<file path="config.mk">
export PLATFORM = sky130hd
export DESIGN_NAME = mpr_med
export DESIGN_NICKNAME = d
export VERILOG_FILES = /design/src/mpr_pkg.sv /design/src/mpr_med.sv
export SDC_FILE = /design/constraint.sdc
export NUM_CORES = 1
export LEC_CHECK = 0
export BUFFER_PORTS_ARGS = -buffer_cell sky130_fd_sc_hd__clkbuf_2
export CAP_MARGIN = 20
export CELL_PAD_IN_SITES_DETAIL_PLACEMENT = 1
export CELL_PAD_IN_SITES_GLOBAL_PLACEMENT = 1
export CORE_MARGIN = 10
export CORE_UTILIZATION = 42
export DETAILED_ROUTE_END_ITERATION = 12
export GPL_ROUTABILITY_DRIVEN = 0
export MAX_ROUTING_LAYER = met4
export PLACE_DENSITY = 0.92
export SYNTH_ARGS = -nofsm -noshare
export SYNTH_HDL_FRONTEND = slang
export SYNTH_SLANG_ARGS = --single-unit
</file>
<file path="constraint.sdc">
create_clock -name vclk -period 9.23
set_input_delay 1.846 -clock vclk [all_inputs]
set_output_delay 1.846 -clock vclk [all_outputs]
set_load 0.02 [all_outputs]
</file>
<file path="src/mpr_pkg.sv">
package mpr_pkg;

  localparam int unsigned LineMaxDefault = 512;

  localparam int unsigned PixW = 8;
  localparam int unsigned CfgLenW = 10;
  localparam int unsigned CfgDataW = 10;
  localparam int unsigned CfgIdxW = 1;

  localparam logic [CfgLenW-1:0] LineLengthReset = CfgLenW'(240);
  localparam logic [PixW-1:0] BorderReset = '0;

  typedef enum logic [CfgIdxW-1:0] {
    CFG_LINE_LENGTH = 1'b0,
    CFG_BORDER_VALUE = 1'b1
  } cfg_idx_e;

endpackage

</file>
<file path="src/mpr_med.sv">
module mpr_med (
  input  logic [mpr_pkg::PixW-1:0] pix_i,
  input  logic [mpr_pkg::PixW-1:0] a_i,
  input  logic [mpr_pkg::PixW-1:0] b_i,
  input  logic [mpr_pkg::PixW-1:0] c_i,
  output logic [mpr_pkg::PixW-1:0] residual_o
);

  logic [mpr_pkg::PixW-1:0] lo, hi, pred;

  always_comb begin
    lo = (a_i < b_i) ? a_i : b_i;
    hi = (a_i < b_i) ? b_i : a_i;
    if (c_i >= hi) begin
      pred = lo;
    end else if (c_i <= lo) begin
      pred = hi;
    end else begin
      // wraps mod 256, matches the gradient term
      pred = a_i + b_i - c_i;
    end
    residual_o = pix_i - pred;
  end

endmodule

</file>
==> key figures <==
Timing
  • RSZ-0062 raised after global routing: false
  • Final hold vios: 0
  • Final hold slack: just over 4000 ps
  • PnR worst setup slack: 547.3 ps
  • Final period utilization: 94.07%
  • TNS Setup: 0 ps
  • FMAX: 0.1152 GHz
  • Final Max Slew Viols: 0
  • Setup violators final: 0
  • Tmin final: 8683 ps
  • Tightest Pin Transition: 433.6 ps
  • Rel. slew slack: 70.72%

Power and ir drop
  • Pwr Density: between 150 and 200 nW/um^2
  • Clock power share: 0%
  • Static Leak: approximately 1.0 nW
  • Total net switching power: 0.1785 mW
  • Seq pwr share: 0%
  • Combinational share of power: 100.0%
  • Worst VDD drop: roughly 40 uV
  • Power Internal: 0.1278 mW
  • Sw Ratio: roughly 60%

Hold path
  • Min-Delay Path Class: in2out

Synthesis
  • Synth unique cells: 40
  • Post-Syn Nets: around 300
  • Average cell area after synthesis: approximately 7.7 sq um
  • Yosys warns: 0
  • Synthesized instance count: ~220
  • Mapped cell area: around 1700 sq um
  • Post-synthesis sequential area ratio: 0%

Setup path
  • Required @ worst endpoint: 7380 ps
  • Worst Setup EP: residual_o[7]
  • Worst Setup End Kind: output port
  • Setup CP Type: in2out
  • CP arrival: a little under 7000 ps
  • Worst Setup SP: b_i[5]
  • Slowest cell on crit path: o41a_4
  • Startpoint types: input port
  • Worst-path fanout max: 12
  • CP peak stage delay: 430 ps

Layout
  • Register area: 0 sq um
  • Area growth from synthesis to layout: 15.22%
  • Commonest non-fill, non-tap cell in the layout: clkbuf_2
  • Non-filler cells, final: 310
  • Most frequent cells in the layout: 40 x clkbuf_2, 38 x inv_1, 38 x ha_1
  • Layout cell share with drive strength beyond 1: 21.92%
  • Antenna diodes: 0
  • # fillers: 529
  • Nets: 340
  • Clock buffer cells: 0
  • Seq cells: 0

Floorplan
  • DIE AREA: approximately 7000 sq um
  • Width of the chip: 83.65 um
  • Starting Density: a little over two fifths
  • Die height: between 80 and 90 um
  • Rows: 23
  • Placeable Area: just under 4000 sq um
  • I/O pin cnt: 40

Drt
  • DR vias/cell: between 5 and 6
  • Residual DRC count: 0
  • Via count: 1,706
  • Post-DR wirelength/cell: 16.31 um
  • Initial DRC count: 74
  • Drt pass-1 iters: 4
  • Drt total wl: 5056 um
  • DRT antenna net count: 0

Global routing
  • Total track usage: between 10 and 15%
  • Remaining global-route overflow: 0
  • First-pass GRT wire length: 8583 um
  • Largest net degree at the start of global routing: 13
  • Vias in the first global route: between 1.5k and 2k
  • Antenna violations before repair: 0

Job
  • Max capacitance violation total: 0

Clock tree
  • Hold_buf cts: 0
  • Setup Buffers After CTS: 0
  • Gates resized, CTS repair: 0

Place
  • Buffers on Ports: 40
  • DP Wirelength: 4725 um
  • Placed Cells: 310
  • Place WS: 502.5 ps

Run status
  • Status: finished, final reports clean
cells in the mapped netlist (4+ instances only):
master	count	area share, %
xor2_1	4	2.1
inv_1	38	8.4
a21o_1	5	2.2
nor2_1	18	4.0
nand3_1	4	1.2
xnor2_1	11	5.7
o221ai_1	6	3.1
o21ai_0	6	1.8
ha_1	38	28
nand2_1	12	2.6
a21oi_1	24	7.1
nand2b_1	6	2.2
fa_1	8	9.4
critical path, delay by kind of cell:
family / cells / cell delay [ps]
compound gates: 15 / 3010
fa+ha+maj: 3 / 870
buf+inv: 4 / 580
xor+xnor: 2 / 320
simple gates: 2 / 180
power groups by stage:
stage	combinational (mW)	clock [mW]	sequential (mW)
after floorplan	0.225	0	0
after global placement	0.297	0	0
after detailed placement	0.310	0	0
after CTS	0.311	0	0
after global routing	0.341	0	0
final	0.306	0	0
final cells by class:
class	instances	area (sq um)	share of cell area [%]
Inverter	38	142.6	7.275
Timing Repair Buffer	43	222.7	11.36
Multi-Input combinational cell	179	1533	78.17
Tap cell	50	62.56	3.191
metal layers:
| metal | share of wire (%) | GRT usage [%] | wire length, um | vias up |
|---|---|---|---|---|
| met3 | 3.0 | 1.074 | 150 | 0 |
| met2 | 53 | 27.18 | 2673 | 22 |
| li1 | - | - | - | 858 |
| met1 | 44 | 16.33 | 2232 | 826 |
| met5 | 0 | - | 0 | - |
| met4 | 0 | 0.4566 | 0 | 0 |
worst min-delay path by stage:
stage	start	end	slack, ps	cells past startpoint
floorplan	pix_i[0]	residual_o[0]	3930	3
global placement	pix_i[0]	residual_o[0]	4110	5
detailed placement	pix_i[7]	residual_o[7]	4120	4
CTS	pix_i[7]	residual_o[7]	4120	4
global route	pix_i[7]	residual_o[7]	4160	4
finish	pix_i[7]	residual_o[7]	4120	4
cell families after synthesis:
group           share of synthesized area, %
buf+inv                                9.926
compound gates                         27.94
fa+ha+maj                              37.35
mux                                    1.912
xor+xnor                               7.720
simple gates                           15.15
stage by stage:
stage	power, mW	utilization, %	area (sq um)
global route	0.3412	49.37	1961
finish	0.3063	49.37	1961
global placement	0.2966	49.37	1961
floorplan	0.2249	-	1702
CTS	0.3108	49.37	1961
detailed placement	0.3100	49.37	1961
Note: power is estimated with default switching activity, not from simulation.
