--- src/mpr_ram.sv ---
module mpr_ram #(
  parameter int unsigned Width = 8,
  parameter int unsigned Depth = 512
) (
  input  logic                     clk_i,
  input  logic                     we_i,
  input  logic [$clog2(Depth)-1:0] waddr_i,
  input  logic [Width-1:0]         wdata_i,
  input  logic                     re_i,
  input  logic [$clog2(Depth)-1:0] raddr_i,
  output logic [Width-1:0]         rdata_o
);

  logic [Width-1:0] mem [Depth];
  logic [Width-1:0] rdata_q;

  // read-first: a read and a write to one entry in a cycle return the old data
  always_ff @(posedge clk_i) begin
    if (we_i) begin
      mem[waddr_i] <= wdata_i;
    end
    if (re_i) begin
      rdata_q <= mem[raddr_i];
    end
  end

  assign rdata_o = rdata_q;

endmodule

--- config.mk ---
export PLATFORM = sky130hd
export DESIGN_NAME = mpr_ram
export DESIGN_NICKNAME = d
export VERILOG_FILES = /design/src/mpr_ram.sv
export SDC_FILE = /design/constraint.sdc
export NUM_CORES = 2
export LEC_CHECK = 0
export BUFFER_PORTS_ARGS = -buffer_cell sky130_fd_sc_hd__buf_2
export CAP_MARGIN = 20
export CORE_ASPECT_RATIO = 0.75
export CORE_MARGIN = 2
export CORE_UTILIZATION = 30
export DETAILED_ROUTE_END_ITERATION = 16
export PLACE_DENSITY = 0.5
export SETUP_SLACK_MARGIN = 0.15
export SLEW_MARGIN = 20
export SYNTH_ARGS = -nofsm -noshare
export SYNTH_HDL_FRONTEND = slang
export SYNTH_SLANG_ARGS = --single-unit
export TNS_END_PERCENT = 30
--- constraint.sdc ---
create_clock -name clk_i -period 2.4 [get_ports clk_i]
set_input_delay 0.48 -clock clk_i [delete_from_list [all_inputs] [get_ports clk_i]]
set_output_delay 0.48 -clock clk_i [all_outputs]
set_load 0.005 [all_outputs]
==> flow_summary.ini <==
[critical_path]
cp_cell_sequence = buf_8 > buf_4 > buf_12 > buf_4 > mux4_2 > mux2i_1 > nor2_1 > nor3_1 > buf_4 > o41ai_1 > buf_4 > o2111a_1
slowest_stage = o41ai_1
crit_path_max_incr_delay_ns = 0.94
crit_path_start_kind = input port
worstReg2RegStart = mem[423][7]
cp-end-kind = flop
r2r_slack_ns = -0.22
path_max_fanout = 20
worstPathArrival_ns = 3.54
worstSetupPathType = input port to flop
crit_required_ns = 3.23
path_common_cell = buf_4
reg2regPathDepth = 7
worst_r2r_endpoint = rdata_o[7]

[run]
max_cap_viol_count = 0

[synthesis]
synth_edf_count = 4104
synth_most_common_cell = edfxtp_1
syn_area_per_cell_um2 = 19.9
yosysUniqueCellTypes = 50
synth_top_area_cell = edfxtp_1
synth_area_leaders = edfxtp_1 (77%), mux4_2 (9.2%), mux2i_1 (5.0%), o221ai_1 (2.0%), nor2_1 (1.4%)
synth_compound_area_share_pct = 4.31
synthesis.nets = 8059
synth-simple-area-share_pct = 2.63
async_flop_share_pct = 0
synth.yosys.seq_area_share_pct = 77.0
synth_xor_area_share_pct = 0
synth_mux_area_share_pct = 14.2
ys_ff_latch = 4104
synthAdderAreaFrac_pct = 0
synth_warnings = 0
netlist_area_um2 = 160000
synthFlopType = edfxtp_1
syn_inst = 8030
synth_top_area_share_pct = 77.0
synth_top_family_by_area = multiplexers
synth.top_cells.by_count = edfxtp_1 (4104), mux2i_1 (797), mux4_2 (654), nor2_1 (597), o221ai_1 (371)

[sta]
slew_viol_final = 0
fin_skew_ns = 0.0677
finalCriticalPeriod_ns = 2.70
rsz0062_at_grt = yes
slew_headroom_pct = 28.5
hold_viol = 0
setup_ws_ns = -0.304
holdWs_ns = 0.357
tightest_slew_ns = 1.06
post-route-period-util_pct = 113
setup_viol = 8
max_freq_mhz = 370

[power]
seq_power_share_pct = 52.6
p_per_area_nw_per_um2 = 769
p_switching_mw = 32.9
peakVddDrop_mv = 0.572
intPower_mw = 117
switching_share_pct = 21.9
p_clk_share_pct = 41.4
combPwrFrac_pct = 6.0
p_leak_nw = 64.4
power_mw = 150

[detailed_routing]
dr.pass1.iters = 6
vias_per_cell = 5.08
routed_wl_mm = 473
dr.first_iter.drc_count = 11133
ant_nets = 0
wl_per_cell_um = 27.6
vias = 87114
route.detailed.drc = 0

[final_layout]
drive_gt1_share_pct = 31.0
final_cell_area_um2 = 195000
fillers = 48861
nets = 9721
synthToLayoutAreaGrowth_pct = 22.0
fin_util_pct = 36.7

[global_routing]
grt_pass1_vias = 86643
grtUsageTotal_pct = 17.0
antenna_found_initial = 32
grt_pass1_wl_mm = 664
grt_max_degree = 130
gr-total-overflow = 0

[placed_design]
place_hpwl_mm = 318
portBuffers = 36
pre_cts_slack_ns = -1.75
post_dp_cell_area_um2 = 182000
gp_congestion = 0.853

[hold_path]
hold_path.class = input port to flop
min_path_cells = 5
whs_endpoint = mem[312][6]
min_from = waddr_i[6]

[clocking]
cts_buffers = 395
clk_latency_ns = 0.97
root_buffer = clkbuf_16
cts_tree = done
clk_pin_slew_ns = 0.07
clkSinkCount = 4104
ctsHtreeMaxLevel = 5
cts_buffer_depth = 4

[die]
die_area_um2 = 539000
die_h_um = 636
die_w_um = 847
fp-row-count = 232
initial_core_util_pct = 30.1
io_pins = 37
core_um2 = 532000

[outcome]
status = complete, but fails checks
violations = setup timing
worst max-delay path, delay by kind of cell:
kind	cells	cell delay (ns)
buffers and inverters	6	1.22
AO/OA/AOI/OAI	2	1.12
multiplexers	2	0.35
AND/OR/NAND/NOR	2	0.30
metrics by stage:
stage	setup TNS [ns]	std cells
final	-1.82	17153
after CTS	-1.36	17147
after floorplan	-0.320	8030
after global routing	-1.78	17150
after global placement	-14.18	16419
after detailed placement	-13.11	16421
registers in the layout, summed over array words and instances, names as in the netlist:
register  cells
rdata_o       8
mem        4096
cells in the final DEF, fill, tap and decap left out, types with 32 or more instances in the layout:
cell type,count
o22ai_1,162
a22oi_1,61
clkbuf_1,58
nand2_1,95
clkinv_2,69
nand3_1,32
o21ai_0,103
a21oi_1,185
bufinv_16,40
clkbuf_16,402
buf_12,189
o221ai_1,344
buf_4,1532
edfxtp_1,4104
nor3_1,102
nor2_1,593
mux2i_1,797
clkinv_1,96
nand4_1,32
mux4_2,654
what timing repair did:
| item | in CTS | in global routing |
|---|---|---|
| endpoints found under the setup margin | 8 | 8 |
| gates cloned | 0 | 1 |
| resized for setup | 73 | 38 |
| hold endpoints to repair | 89 | 0 |
| hold buffers | 9 | 0 |
| setup buffers | 1 | 0 |
| pin swaps | 8 | 5 |
cell type report:
class / instances / area (um2) / share of cell area (%)
tap: 7137 / 8930 / 4.57
clock buffer: 459 / 10300 / 5.25
inverter: 3 / 18.8 / 0.00961
multi-input combinational: 3410 / 34500 / 17.7
clock inverter: 257 / 2400 / 1.23
antenna: 5 / 12.5 / 0.00641
sequential: 4104 / 123000 / 63.1
timing repair buffer: 1778 / 15900 / 8.14
routing by layer:
layer	track usage, %	up-vias	routed length, um
met1	26.1	46460	219000
met4	3.17	8	9190
met3	2.95	519	36200
met5	0	-	52
li1	-	36802	-
met2	25.5	3325	209000
cell families after synthesis:
family,count (synthesis)
AOI/OAI and AO/OA,979
buffers and inverters,516
DFF,4104
muxes,1451
and+or+nand+nor,980
worst max path at each step:
| stage | from | endpoint | slack, ns | cells past startpoint |
|---|---|---|---|---|
| after floorplan | raddr_i[0] | rdata_o[0] | -0.07 | 8 |
| after global placement | raddr_i[0] | rdata_o[4] | -2.46 | 10 |
| after detailed placement | raddr_i[2] | rdata_o[3] | -1.75 | 15 |
| after CTS | mem[439][0] | rdata_o[0] | -0.22 | 7 |
| after global routing | mem[422][7] | rdata_o[7] | -0.27 | 7 |
| final | raddr_i[1] | rdata_o[7] | -0.30 | 12 |
power by group through the flow:
stage               Sequential, mW  Clock [mW]  Combinational (mW)
finish                        79.0        62.2                8.95
global route                  78.9        66.2                9.39
CTS                           79.0        63.4                8.94
detailed placement            80.5           0                8.85
global placement              80.5           0                8.74
floorplan                     80.5           0                3.78
No activity file was read; power rests on OpenSTA's default activity.
